**src/hw/rtl/lfu_pkg.sv**
```systemverilog
// ----------------------------------------------------------------------------
// lfu_pkg
// Shared types and constants of the LFU key/value table.
// ----------------------------------------------------------------------------
package lfu_pkg;

   localparam int ENTRIES_DEFAULT    = 16;
   localparam int COUNT_BITS_DEFAULT = 16;
   localparam int DATA_BITS          = 32;
   localparam int CAPACITY_BITS      = 5;

   localparam logic [CAPACITY_BITS-1:0] CAPACITY_RESET = 5'd16;
   localparam logic [DATA_BITS-1:0]     MISS_VALUE     = '1;

   typedef enum logic {
      OP_GET = 1'b0,
      OP_PUT = 1'b1
   } op_type;

   typedef struct packed {
      logic load;
      logic scan;
      logic plan;
      logic update;
      logic commit;
   } cmd_type;

   typedef struct packed {
      logic pass_done;
      logic need_pass;
      logic rsp_free;
   } sts_type;

endpackage

```
**src/hw/rtl/lfu_if.sv**
```systemverilog
// ----------------------------------------------------------------------------
// lfu_req_if / lfu_rsp_if
// Valid/ready channels for requests and responses of the LFU table.
// ----------------------------------------------------------------------------
interface lfu_req_if import lfu_pkg::*; ();
   logic                 valid;
   logic                 ready;
   logic                 operation;
   logic [DATA_BITS-1:0] lookup_key;
   logic [DATA_BITS-1:0] write_value;

   modport source (output valid, operation, lookup_key, write_value, input ready);
   modport sink   (input valid, operation, lookup_key, write_value, output ready);
endinterface

interface lfu_rsp_if import lfu_pkg::*; ();
   logic                 valid;
   logic                 ready;
   logic                 hit;
   logic [DATA_BITS-1:0] read_value;

   modport source (output valid, hit, read_value, input ready);
   modport sink   (input valid, hit, read_value, output ready);
endinterface

```
**src/hw/rtl/lfu_ram.sv**
```systemverilog
// ----------------------------------------------------------------------------
// lfu_ram
// Generic simple dual-port RAM, one write and one registered read port.
// ----------------------------------------------------------------------------
module lfu_ram #(
   parameter int WIDTH = 8,
   parameter int DEPTH = 16
) (
   input  logic                                       clock,
   input  logic                                       we,
   input  logic [(DEPTH > 1 ? $clog2(DEPTH) : 1)-1:0] waddr,
   input  logic [WIDTH-1:0]                           wdata,
   input  logic                                       re,
   input  logic [(DEPTH > 1 ? $clog2(DEPTH) : 1)-1:0] raddr,
   output logic [WIDTH-1:0]                           rdata
);
   logic [WIDTH-1:0] mem [DEPTH];
   logic [WIDTH-1:0] rdata_ff;

   always_ff @(posedge clock) begin
      if (we) begin
         mem[waddr] <= wdata;
      end
      if (re) begin
         rdata_ff <= mem[raddr];
      end
   end

   assign rdata = rdata_ff;
endmodule

```
**src/hw/rtl/lfu_ctrl.sv**
```systemverilog
// ----------------------------------------------------------------------------
// lfu_ctrl
// Sequencer: accept, scan pass, plan, rank update pass when needed, commit.
// ----------------------------------------------------------------------------
module lfu_ctrl import lfu_pkg::*; (
   input  logic    clock,
   input  logic    reset,
   input  logic    req_valid,
   output logic    req_ready,
   input  sts_type sts,
   output cmd_type cmd
);
   typedef enum logic [4:0] {
      ST_IDLE   = 5'b00001,
      ST_SCAN   = 5'b00010,
      ST_PLAN   = 5'b00100,
      ST_UPDATE = 5'b01000,
      ST_COMMIT = 5'b10000
   } state_type;

   state_type state_ff, state_in;

   always_comb begin
      state_in  = state_ff;
      cmd       = '0;
      req_ready = 1'b0;
      case (state_ff)
         ST_IDLE: begin
            req_ready = 1'b1;
            if (req_valid) begin
               cmd.load = 1'b1;
               state_in = ST_SCAN;
            end
         end
         ST_SCAN: begin
            cmd.scan = 1'b1;
            if (sts.pass_done) state_in = ST_PLAN;
         end
         ST_PLAN: begin
            cmd.plan = 1'b1;
            state_in = sts.need_pass ? ST_UPDATE : ST_COMMIT;
         end
         ST_UPDATE: begin
            cmd.update = 1'b1;
            if (sts.pass_done) state_in = ST_COMMIT;
         end
         ST_COMMIT: begin
            cmd.commit = sts.rsp_free;
            if (sts.rsp_free) state_in = ST_IDLE;
         end
         default: state_in = ST_IDLE;
      endcase
   end

   always_ff @(posedge clock) begin
      if (reset) begin
         state_ff <= ST_IDLE;
      end else begin
         state_ff <= state_in;
      end
   end
endmodule

```
**src/hw/rtl/lfu_datapath.sv**
```systemverilog
// ----------------------------------------------------------------------------
// lfu_datapath
// Entry store, key match and victim tracking, rank rewrite, response register.
// ----------------------------------------------------------------------------
module lfu_datapath import lfu_pkg::*; #(
   parameter int ENTRIES    = ENTRIES_DEFAULT,
   parameter int COUNT_BITS = COUNT_BITS_DEFAULT
) (
   input  logic                     clock,
   input  logic                     reset,
   input  cmd_type                  cmd,
   output sts_type                  sts,
   input  logic                     csr_we,
   input  logic [CAPACITY_BITS-1:0] csr_wdata,
   input  logic                     req_operation,
   input  logic [DATA_BITS-1:0]     req_lookup_key,
   input  logic [DATA_BITS-1:0]     req_write_value,
   input  logic                     rsp_ready,
   output logic                     rsp_valid,
   output logic                     rsp_hit,
   output logic [DATA_BITS-1:0]     rsp_read_value
);
   localparam int AW    = (ENTRIES > 1) ? $clog2(ENTRIES) : 1;
   localparam int CW    = $clog2(ENTRIES + 1);
   localparam int RW    = AW;
   localparam int ROW_W = 2 * DATA_BITS + COUNT_BITS + RW;

   logic [CW-1:0]            used_ff, used_in;
   logic [CAPACITY_BITS-1:0] cap_ff, cap_in;
   logic [CW-1:0]            addr_ff, addr_in;
   logic                     rd_pend_ff;
   logic [AW-1:0]            rd_idx_ff;

   logic                     op_ff;
   logic [DATA_BITS-1:0]     key_ff, wval_ff;

   logic                     hit_ff;
   logic [AW-1:0]            hit_idx_ff;
   logic [RW-1:0]            hit_rank_ff;
   logic [COUNT_BITS-1:0]    hit_cnt_ff;
   logic [DATA_BITS-1:0]     hit_val_ff;
   logic                     vic_any_ff;
   logic [AW-1:0]            vic_idx_ff;
   logic [RW-1:0]            vic_rank_ff;
   logic [COUNT_BITS-1:0]    vic_cnt_ff;

   logic [AW-1:0]            tgt_ff;
   logic [RW-1:0]            thr_ff;
   logic                     ins_ff, act_ff;

   logic                     rsp_valid_ff;
   logic                     rsp_hit_ff;
   logic [DATA_BITS-1:0]     rsp_val_ff;

   logic                     issue;
   logic                     ram_we;
   logic [AW-1:0]            ram_waddr;
   logic [ROW_W-1:0]         ram_wdata, ram_rdata;

   logic [DATA_BITS-1:0]     rd_key, rd_val;
   logic [COUNT_BITS-1:0]    rd_cnt, new_cnt;
   logic [RW-1:0]            rd_rank, new_rank;
   logic                     is_put, cap_zero, room;

   assign {rd_key, rd_val, rd_cnt, rd_rank} = ram_rdata;

   assign is_put   = (op_ff == OP_PUT);
   assign cap_zero = (cap_ff == '0);
   assign room     = 32'(used_ff) < 32'(cap_ff);
   assign issue    = (cmd.scan || cmd.update) && (addr_ff < used_ff);

   assign sts.pass_done = (addr_ff >= used_ff) && !rd_pend_ff;
   assign sts.need_pass = hit_ff || (is_put && !cap_zero);
   assign sts.rsp_free  = !rsp_valid_ff || rsp_ready;

   assign new_cnt  = !hit_ff ? COUNT_BITS'(1)
                   : (&hit_cnt_ff) ? hit_cnt_ff : hit_cnt_ff + 1'b1;
   assign new_rank = rd_rank + 1'b1;

   always_comb begin
      ram_we    = 1'b0;
      ram_waddr = rd_idx_ff;
      ram_wdata = ram_rdata;
      if (cmd.commit && act_ff) begin
         ram_we    = 1'b1;
         ram_waddr = tgt_ff;
         ram_wdata = {key_ff, (is_put ? wval_ff : hit_val_ff), new_cnt, RW'(0)};
      end else if (cmd.update && rd_pend_ff && rd_idx_ff != tgt_ff) begin
         ram_we    = 1'b1;
         ram_wdata = {rd_key, rd_val, rd_cnt,
                      ((ins_ff || rd_rank < thr_ff) ? new_rank : rd_rank)};
      end
   end

   lfu_ram #(
      .WIDTH (ROW_W),
      .DEPTH (ENTRIES)
   ) u_ram (
      .clock (clock),
      .we    (ram_we),
      .waddr (ram_waddr),
      .wdata (ram_wdata),
      .re    (issue),
      .raddr (addr_ff[AW-1:0]),
      .rdata (ram_rdata)
   );

   always_comb begin
      cap_in = cap_ff;
      if (csr_we && used_ff == '0) begin
         cap_in = (32'(csr_wdata) > ENTRIES) ? CAPACITY_BITS'(ENTRIES) : csr_wdata;
      end
      used_in = used_ff;
      if (cmd.commit && ins_ff) used_in = used_ff + 1'b1;
      addr_in = addr_ff;
      if (cmd.load || cmd.plan) begin
         addr_in = '0;
      end else if (issue) begin
         addr_in = addr_ff + 1'b1;
      end
   end

   always_ff @(posedge clock) begin
      if (reset) begin
         used_ff      <= '0;
         cap_ff       <= (32'(CAPACITY_RESET) > ENTRIES) ? CAPACITY_BITS'(ENTRIES)
                                                         : CAPACITY_RESET;
         addr_ff      <= '0;
         rd_pend_ff   <= 1'b0;
         rsp_valid_ff <= 1'b0;
      end else begin
         used_ff    <= used_in;
         cap_ff     <= cap_in;
         addr_ff    <= addr_in;
         rd_pend_ff <= issue;
         if (cmd.commit) begin
            rsp_valid_ff <= 1'b1;
         end else if (rsp_ready) begin
            rsp_valid_ff <= 1'b0;
         end
      end
   end

   always_ff @(posedge clock) begin
      rd_idx_ff <= addr_ff[AW-1:0];
      if (cmd.load) begin
         op_ff      <= req_operation;
         key_ff     <= req_lookup_key;
         wval_ff    <= req_write_value;
         hit_ff     <= 1'b0;
         vic_any_ff <= 1'b0;
      end
      if (cmd.scan && rd_pend_ff) begin
         if (!hit_ff && rd_key == key_ff) begin
            hit_ff      <= 1'b1;
            hit_idx_ff  <= rd_idx_ff;
            hit_rank_ff <= rd_rank;
            hit_cnt_ff  <= rd_cnt;
            hit_val_ff  <= rd_val;
         end
         if (!vic_any_ff || rd_cnt < vic_cnt_ff ||
             (rd_cnt == vic_cnt_ff && rd_rank > vic_rank_ff)) begin
            vic_any_ff  <= 1'b1;
            vic_idx_ff  <= rd_idx_ff;
            vic_rank_ff <= rd_rank;
            vic_cnt_ff  <= rd_cnt;
         end
      end
      if (cmd.plan) begin
         act_ff <= sts.need_pass;
         ins_ff <= !hit_ff && is_put && !cap_zero && room;
         thr_ff <= hit_ff ? hit_rank_ff : vic_rank_ff;
         if (hit_ff) begin
            tgt_ff <= hit_idx_ff;
         end else if (room) begin
            tgt_ff <= used_ff[AW-1:0];
         end else begin
            tgt_ff <= vic_idx_ff;
         end
      end
      if (cmd.commit) begin
         rsp_hit_ff <= hit_ff;
         if (is_put) begin
            rsp_val_ff <= '0;
         end else begin
            rsp_val_ff <= hit_ff ? hit_val_ff : MISS_VALUE;
         end
      end
   end

   assign rsp_valid      = rsp_valid_ff;
   assign rsp_hit        = rsp_hit_ff;
   assign rsp_read_value = rsp_val_ff;
endmodule

```
**src/hw/rtl/lfu_cache_table.sv**
```systemverilog
// ----------------------------------------------------------------------------
// lfu_cache_table
// Key/value table with least-frequently-used replacement, oldest use first
// on equal counts.
//
//   channel   dir   handshake     word
//   req_chan  in    valid/ready   operation, lookup_key, write_value
//   rsp_chan  out   valid/ready   hit, read_value
//   csr       in    csr_we        csr_wdata (capacity_in_use)
//
// A request makes one read pass over the U entries in use for key match and
// victim choice, and one read-modify-write pass for recency ranks, skipped on
// a get miss and on a put at zero capacity; both passes share the single read
// port of the entry RAM.
// Reset is synchronous; the table comes up empty with no clearing pass.
// A stalled response holds in its register while the next request is taken.
// ----------------------------------------------------------------------------
module lfu_cache_table import lfu_pkg::*; #(
   parameter int ENTRIES    = ENTRIES_DEFAULT,
   parameter int COUNT_BITS = COUNT_BITS_DEFAULT
) (
   input  logic                     clock,
   input  logic                     reset,
   lfu_req_if.sink                  req_chan,
   lfu_rsp_if.source                rsp_chan,
   input  logic                     csr_we,
   input  logic [CAPACITY_BITS-1:0] csr_wdata
);
   cmd_type cmd;
   sts_type sts;

   lfu_ctrl u_ctrl (
      .clock     (clock),
      .reset     (reset),
      .req_valid (req_chan.valid),
      .req_ready (req_chan.ready),
      .sts       (sts),
      .cmd       (cmd)
   );

   lfu_datapath #(
      .ENTRIES    (ENTRIES),
      .COUNT_BITS (COUNT_BITS)
   ) u_datapath (
      .clock           (clock),
      .reset           (reset),
      .cmd             (cmd),
      .sts             (sts),
      .csr_we          (csr_we),
      .csr_wdata       (csr_wdata),
      .req_operation   (req_chan.operation),
      .req_lookup_key  (req_chan.lookup_key),
      .req_write_value (req_chan.write_value),
      .rsp_ready       (rsp_chan.ready),
      .rsp_valid       (rsp_chan.valid),
      .rsp_hit         (rsp_chan.hit),
      .rsp_read_value  (rsp_chan.read_value)
   );
endmodule

```
**src/flat_wrapper.sv**
```systemverilog
// flat-port wrapper written by rule: the top's interface ports become plain ports
module lfu_cache_table_flat import lfu_pkg::*;
#(
   parameter int ENTRIES    = ENTRIES_DEFAULT,
   parameter int COUNT_BITS = COUNT_BITS_DEFAULT
)
  (clock, reset, csr_we, csr_wdata, req_chan_valid, req_chan_operation, req_chan_lookup_key, req_chan_write_value, req_chan_ready, rsp_chan_valid, rsp_chan_hit, rsp_chan_read_value, rsp_chan_ready);
  lfu_req_if req_chan_i ();
  lfu_rsp_if rsp_chan_i ();
  input  logic clock;
  input  logic reset;
  input  logic csr_we;
  input  logic [CAPACITY_BITS-1:0] csr_wdata;
  input wire logic [$bits(req_chan_i.valid)-1:0] req_chan_valid;
  input wire logic [$bits(req_chan_i.operation)-1:0] req_chan_operation;
  input wire logic [$bits(req_chan_i.lookup_key)-1:0] req_chan_lookup_key;
  input wire logic [$bits(req_chan_i.write_value)-1:0] req_chan_write_value;
  output wire logic [$bits(req_chan_i.ready)-1:0] req_chan_ready;
  output wire logic [$bits(rsp_chan_i.valid)-1:0] rsp_chan_valid;
  output wire logic [$bits(rsp_chan_i.hit)-1:0] rsp_chan_hit;
  output wire logic [$bits(rsp_chan_i.read_value)-1:0] rsp_chan_read_value;
  input wire logic [$bits(rsp_chan_i.ready)-1:0] rsp_chan_ready;
  assign req_chan_i.valid = req_chan_valid;
  assign req_chan_i.operation = req_chan_operation;
  assign req_chan_i.lookup_key = req_chan_lookup_key;
  assign req_chan_i.write_value = req_chan_write_value;
  assign req_chan_ready = req_chan_i.ready;
  assign rsp_chan_valid = rsp_chan_i.valid;
  assign rsp_chan_hit = rsp_chan_i.hit;
  assign rsp_chan_read_value = rsp_chan_i.read_value;
  assign rsp_chan_i.ready = rsp_chan_ready;
  lfu_cache_table #(.ENTRIES(ENTRIES), .COUNT_BITS(COUNT_BITS)) u_core (.clock(clock), .reset(reset), .req_chan(req_chan_i), .rsp_chan(rsp_chan_i), .csr_we(csr_we), .csr_wdata(csr_wdata));
endmodule
```
**config.mk**
```make
export PLATFORM = sky130hd
export DESIGN_NAME = lfu_cache_table_flat
export DESIGN_NICKNAME = d
export VERILOG_FILES = /design/src/hw/rtl/lfu_pkg.sv /design/src/hw/rtl/lfu_if.sv /design/src/hw/rtl/lfu_ram.sv /design/src/hw/rtl/lfu_ctrl.sv /design/src/hw/rtl/lfu_datapath.sv /design/src/hw/rtl/lfu_cache_table.sv /design/src/flat_wrapper.sv
export SDC_FILE = /design/constraint.sdc
export NUM_CORES = 2
export LEC_CHECK = 0
export BUFFER_PORTS_ARGS = -buffer_cell sky130_fd_sc_hd__buf_2
export CAP_MARGIN = 20
export CORE_ASPECT_RATIO = 0.7
export CORE_UTILIZATION = 55
export DETAILED_ROUTE_END_ITERATION = 10
export GPL_ROUTABILITY_DRIVEN = 0
export PLACE_DENSITY = 0.73
export SLEW_MARGIN = 5
export SYNTH_ARGS = -nofsm -noshare
export SYNTH_HDL_FRONTEND = slang
export SYNTH_SLANG_ARGS = --single-unit
export TNS_END_PERCENT = 10
```
**constraint.sdc**
```tcl
create_clock -name clock -period 12.21 [get_ports clock]
set_input_delay 0 -clock clock [delete_from_list [all_inputs] [get_ports clock]]
set_output_delay 0 -clock clock [all_outputs]
set_load 0.02 [all_outputs]
```
# Yosys cells after proc, flatten, opt, wreduce, memory -nomap -nowiden
# Memory sizes are Yosys's and may differ from the RTL's. A register that Yosys moved wholly into a read port is not among the register bits.
# Index checks and enable logic that the tools add are counted.
# word_totals
reg_bits	216
latchBits	0
mem_bits_rw	1344
mem_bits_ro	0
out_inout_bits	35
elab_cells	120
mem_count	1
# memory_table
name	words	width	rd	rd_ports_with_merged_regs	write_ports	line	source
u_core.u_datapath.u_ram.mem	16	84	1	1	1	lfu_ram.sv:17	logic [WIDTH-1:0] mem [DEPTH];
# op_classes
n_addsub	4
multipliers	0
div	0
order_cmp	7
n_eq_ne	12
n_shift	0
muxes	37
n_bitwise	0
reduce_logical	34
# ops
operator	n
$mux W84	1
$mux W32	2
$eq A32 B32 Y1	1
$mux W16	2
$mux W5	6
$pmux W5 S5	1
$mux W4	6
$mux W1	19
$add A16 B1 Y16 const B	1
$eq A16 B16 Y1	1
$lt A16 B16 Y1	1
$reduce_and A16 Y1	1
$logic_and A1 B1 Y1	14
$add A5 B1 Y5 const B	2
$logic_not A5 Y1	2
$lt A5 B5 Y1	2
$logic_or A1 B1 Y1	7
$eq A5 B1 Y1 const B	1
$eq A5 B2 Y1 const B	1
$eq A5 B3 Y1 const B	1
$eq A5 B4 Y1 const B	1
$eq A5 B5 Y1 const B	1
$ge A5 B5 Y1	1
$gt A5 B5 Y1 const B	1
11 further kinds	18

# Depth between registers and ports, before layout
# logic_depth
word_depth	8
ltp_mapped	10
depth_no_buf	7

# By module
# A second synthesis with hierarchy kept.
# hier_totals
cells_unflattened	3089
area_unflattened_um2	63228.1
# by_module_without_submodules
module	n_inst	cells_each	area_each_um2
lfu_ram	1	2154	52893.2
lfu_datapath	1	889	9964.6
lfu_ctrl	1	46	370.4

# Worst setup path after synthesis
# OpenSTA, ideal clock, no wires.
# synth_timing
path_type	register to register
from	reg u_core.u_ctrl.state_ff[0]
to	mem u_core.u_datapath.u_ram.mem[6][0] in the netlist's numbering, enable pin
setup_time_ns	0.527
arrival_time_ns	4.938
required_ns	11.683
path_slack_ns	6.744
path_stages_with_launch	7
period_less_slack_ns	5.466
cell_sequence	dfxtp_1 -> nor4_4 -> nand4_1 -> buf_2 -> buf_2 -> o32a_1 -> nor2_1
# synth_between
elab_chain_len	8
elab_cells_between_ends	12
classes_between	eq/ne (2); mux (7); reduce/logical (3)
# synth_lines
element	line	source
from (decl)	lfu_ctrl.sv:21	state_type state_ff, state_in;
from (signal assigned)	lfu_ctrl.sv:59	state_ff <= state_in;
$eq A5 B4 Y1	lfu_ctrl.sv:27	case (state_ff)
$mux W1	lfu_ctrl.sv:27	
$logic_and A1 B1 Y1 (2 in series)	lfu_datapath.sv:88	end else if (cmd.update && rd_pend_ff && rd_idx_ff != tgt_ff) begin
$mux W1	lfu_datapath.sv:88	
$mux W1	lfu_datapath.sv:84	if (cmd.commit && act_ff) begin
$mux W1	lfu_ram.sv:21	if (we) begin
$mux W1 (implied by the code)	lfu_ram.sv:22	mem[waddr] <= wdata;
to (decl)	lfu_ram.sv:17	
# Several ways; a longest one is shown, not always the timed one.

# Worst setup path after layout
# layout_timing
from	reg u_core.u_datapath.addr_ff[1]
to	reg u_core.u_datapath.u_ram.rdata_ff[37] (netlist: u_core.u_datapath.u_ram.rdata[37]), read port of u_core.u_datapath.u_ram.mem, data pin
# layout_between
elab_chain_len	2
# layout_lines
element	line	source
from (decl)	lfu_datapath.sv:30	logic [CW-1:0] addr_ff, addr_in;
from (signal assigned)	lfu_datapath.sv:134	addr_ff <= addr_in;
$lt A5 B5 Y1	lfu_datapath.sv:70	assign issue = (cmd.scan || cmd.update) && (addr_ff < used_ff);
$logic_and A1 B1 Y1	lfu_datapath.sv:70	
to (decl)	lfu_ram.sv:18	logic [WIDTH-1:0] rdata_ff;
# Several ways; a longest one is shown, not always the timed one.
# A chain may end at the register's enable or synchronous reset.

==> summary.txt <==
Setup path
  • Buf/Inv on CP: 3
  • Critical Path Start: u_core.u_datapath.addr_ff[1]$_SDFFE_PP0P_
  • Worst R2R Start: u_core.u_datapath.addr_ff[1]$_SDFFE_PP0P_
  • Crit-path cells: buf_4 -> buf_4 -> buf_12 -> mux4_2 -> mux4_2
  • Nature of the critical path endpoint: register
  • CP startpoint kind: register
  • Crit. path cell count: 5
  • Arrival @ worst endpoint: 5.42 ns
  • CP Capture Point: u_core.u_datapath.u_ram.rdata[37]$_DFFE_PP_
  • CP Class: reg2reg
  • CP max-delay cell: dfxtp_4
  • CP Max Fanout: 159
  • CP top delay family: buffers and inverters
  • FF-to-FF path depth: 5
  • Req. time, crit path: around 13 ns
  • Reg2reg end: u_core.u_datapath.u_ram.rdata[37]$_DFFE_PP_
  • Worst stage delay on the critical path: around 0.93 ns
  • Reg2reg setup slack: 7.29 ns

Route
  • Vias per std cell: 6.33
  • Via count: 31207
  • Final wirelength: 143000 µm
  • Antenna Nets Post-Route: 0
  • Number of remaining DRC errors: 0
  • Routed wire per std cell: 29.0 µm
  • Initial DRT Pass Iterations: 5
  • Iter 0 DRT Violations: approximately 4300

Yosys
  • Cells after Synth: 2913
  • Post-Syn Nets: 3025
  • Post-Syn Area: 0.0635 mm²
  • Synth Flop Type: edfxtp_1
  • YS warnings: 0
  • Most numerous cell in the Yosys netlist: edfxtp_1
  • Sequential area share after synthesis: between 70% and 80%
  • Post-synth cell types: 55
  • Commonest cells in the netlist: 1616 x edfxtp_1, 420 x mux4_2, 174 x nand2_1, 76 x inv_1, 73 x clkbuf_1
  • Top cell type's share of synthesized area: between 70% and 80%
  • Cell taking the most area after synthesis: edfxtp_1
  • Syn_area_per_cell: 21.8 µm²
  • Synth async-reset ratio: 0%
  • Synth Register Bits: roughly 1600
  • Post-synth EDFFs: 1616
  • Top cells by area, synth: edfxtp_1 76%, mux4_2 15%, nand2_1 1.0%

GRT
  • Vias in the first global route: approximately 31000
  • Largest net degree at the start of global routing: between 150 and 200
  • Total gr overflow: 0
  • Total GRT Usage: 24.8%
  • Initial antenna violation count: 0
  • First-pass GRT wire length: 211000 µm

Clock network
  • CTS tree: built
  • Sink Count: 1644
  • H-tree depth: 4
  • Clock Latency Late Sink: 0.78 ns
  • Max clock buf depth: 3
  • Setup Buffers After CTS: 0
  • TritonCTS buffer count: 149
  • Root Buffer: clkbuf_16
  • CTS clk-pin slew, worst paths: around 0.06 ns

Cells and area
  • Ant diodes: 0
  • Layout net count: between 3000 and 4000
  • Area Growth Syn to Fin: 14.3%
  • Core Util, Final: 63.9%
  • Cell Count, Final, Fillers Out: 4928
  • Share of layout cells above drive strength 1: around a quarter
  • Fillers: 7190
  • Final instance area: ~0.073 mm²

Pwr
  • Leak: 22.9 nW
  • Power per cell area: 151 mW/mm²
  • Max VDD drop: around 0.15 mV

Timing
  • Worst slew pin tran: 1.16 ns
  • Max-slew headroom: 22.7%
  • Final setup viols: 0
  • Fmax: ~200 MHz
  • Setup Total Neg Slack: 0 ns
  • Max Slew Vio Count: 0
  • Tcrit/Tclk final: 40.3%
  • Skew final: slightly below 0.03 ns
  • Final hold vios: 0
  • Unrepaired setup endpoints after global routing: no
  • Tmin final: 4.92 ns

Floorplan
  • Die H: 286 µm
  • Die ar.: 0.117 mm²
  • Die width: 408 µm
  • Ports: 110
  • Floorplan row count: 103
  • Core area: between 0.1 and 0.15 mm²
  • Initial Utilization: between 50% and 60%

Placed design
  • Post-Place Cell Area: approximately 0.066 mm²
  • DP Cell Count: 4504
  • Post-DP HPWL: 74500 µm
  • PortBufs: 109

Status
  • Outcome: finished, final reports clean

Min path
  • Worst min-delay path category: in2reg

Job
  • Max capacitance violation total: 0
==> tightest hold or removal path, delay by kind of cell <==
kind                   cells  cell delay (ns)
buffers and inverters      2             0.77
and+or+nand+nor            1             0.13
==> layer usage <==
| layer | up-vias | track usage (%) | routed length [µm] |
|---|---|---|---|
| met5 | - | 0 | 0 |
| met4 | 0 | 5.59 | 2090 |
| met3 | 171 | 4.39 | 13600 |
| met2 | 1735 | 38.0 | 67100 |
| met1 | 16505 | 37.9 | 60300 |
| li1 | 12796 | - | - |
==> cells in the final DEF, fill, tap and decap left out, types with 29 or more instances in the layout <==
| master | synthesis | final |
|---|---|---|
| edfxtp_1 | 1616 | 1616 |
| mux4_2 | 420 | 420 |
| nand2_1 | 174 | 174 |
| clkbuf_16 | 0 | 154 |
| dlygate4sd3_1 | 0 | 148 |
| buf_2 | 14 | 114 |
| buf_4 | 21 | 92 |
| inv_1 | 76 | 75 |
| a21oi_1 | 65 | 65 |
| o21ai_0 | 60 | 54 |
| mux2i_1 | 40 | 40 |
| ha_1 | 37 | 37 |
| xor2_1 | 35 | 35 |
| clkbuf_1 | 73 | 31 |
| clkinv_1 | 0 | 29 |
==> area by class of cell <==
cell class	count	area, µm²	share of cell area [%]
multi-input combinational	1057	13500	18.6
clock buffer	185	3970	5.47
sequential	1644	49100	67.7
tap	1522	1900	2.63
clock inverter	84	863	1.19
timing repair buffer	360	2870	3.96
inverter	76	288	0.397
==> per-stage QoR <==
step | hold slack [ns] | setup WS, ns | total power [mW]
3_3_place_gp | 0.176 | 7.46 | 6.33
4_1_cts | 0.147 | 7.34 | 11.0
6_report | 0.189 | 7.29 | 10.9
5_1_grt | 0.210 | 7.14 | 11.2
3_5_place_dp | 0.178 | 7.36 | 6.33
2_1_floorplan | 0.0989 | 6.74 | 6.29
==> how the worst min path moves through the flow <==
| stage | from | to | slack, ns | cells past startpoint |
|---|---|---|---|---|
| 3_5_place_dp | req_chan_lookup_key[6] | u_core.u_datapath.key_ff[6]$_DFFE_PP_ | 0.18 | 1 |
| 6_report | reset | u_core.u_datapath.used_ff[2]$_SDFFE_PP0P_ | 0.19 | 3 |
| 5_1_grt | reset | u_core.u_datapath.used_ff[4]$_SDFFE_PP0P_ | 0.21 | 3 |
| 4_1_cts | reset | u_core.u_datapath.used_ff[2]$_SDFFE_PP0P_ | 0.15 | 3 |
| 3_3_place_gp | req_chan_lookup_key[18] | u_core.u_datapath.key_ff[18]$_DFFE_PP_ | 0.18 | 1 |
| 2_1_floorplan | req_chan_operation | u_core.u_datapath.is_put$_DFFE_PP_ | 0.1 | 0 |
==> sequential cells by signal, indices dropped and copies added (netlist names), 4 cells and up <==
| signal | cells |
|---|---|
| u_core.u_datapath.vic_cnt_ff | 16 |
| u_core.u_datapath.thr_ff | 4 |
| u_core.u_datapath.u_ram.mem | 1344 |
| u_core.u_datapath.hit_rank_ff | 4 |
| u_core.u_datapath.hit_cnt_ff | 16 |
| u_core.u_datapath.used_ff | 5 |
| u_core.u_datapath.u_ram.rdata | 84 |
| u_core.u_ctrl.state_ff | 5 |
| u_core.u_datapath.tgt_ff | 4 |
| u_core.u_datapath.rd_idx_ff | 4 |
| u_core.u_datapath.key_ff | 32 |
| u_core.u_datapath.hit_val_ff | 32 |
| u_core.u_datapath.hit_idx_ff | 4 |
| u_core.u_datapath.cap_ff | 5 |
| u_core.u_datapath.addr_ff | 5 |
| u_core.u_datapath.vic_idx_ff | 4 |
| u_core.u_datapath.vic_rank_ff | 4 |
| u_core.u_datapath.wval_ff | 32 |
| u_core.u_datapath.rsp_read_value | 32 |
==> kinds of logic after synthesis <==
| family | share of synthesized area [%] |
|---|---|
| flip-flops | 77.4 |
| multiplexers | 15.6 |
| AND/OR/NAND/NOR | 2.47 |
| buffers and inverters | 1.59 |
| AO/OA/AOI/OAI | 1.59 |
| XOR/XNOR | 0.718 |
| adder cells (fa/ha/maj) | 0.730 |
==> what timing repair did <==
item	4_1_cts	5_1_grt
resized for setup	0	0
endpoints found under the setup margin	0	0
hold buffers	148	0
hold endpoints to repair	88	0
==> power by group <==
part           switching, mW  total, mW  internal (mW)
registers             0.0150       6.14           6.12
logic                 0.0511      0.108         0.0565
clock network           2.03       4.67           2.64
total                   2.10       10.9           8.82
(Power assumes the default switching activity.)
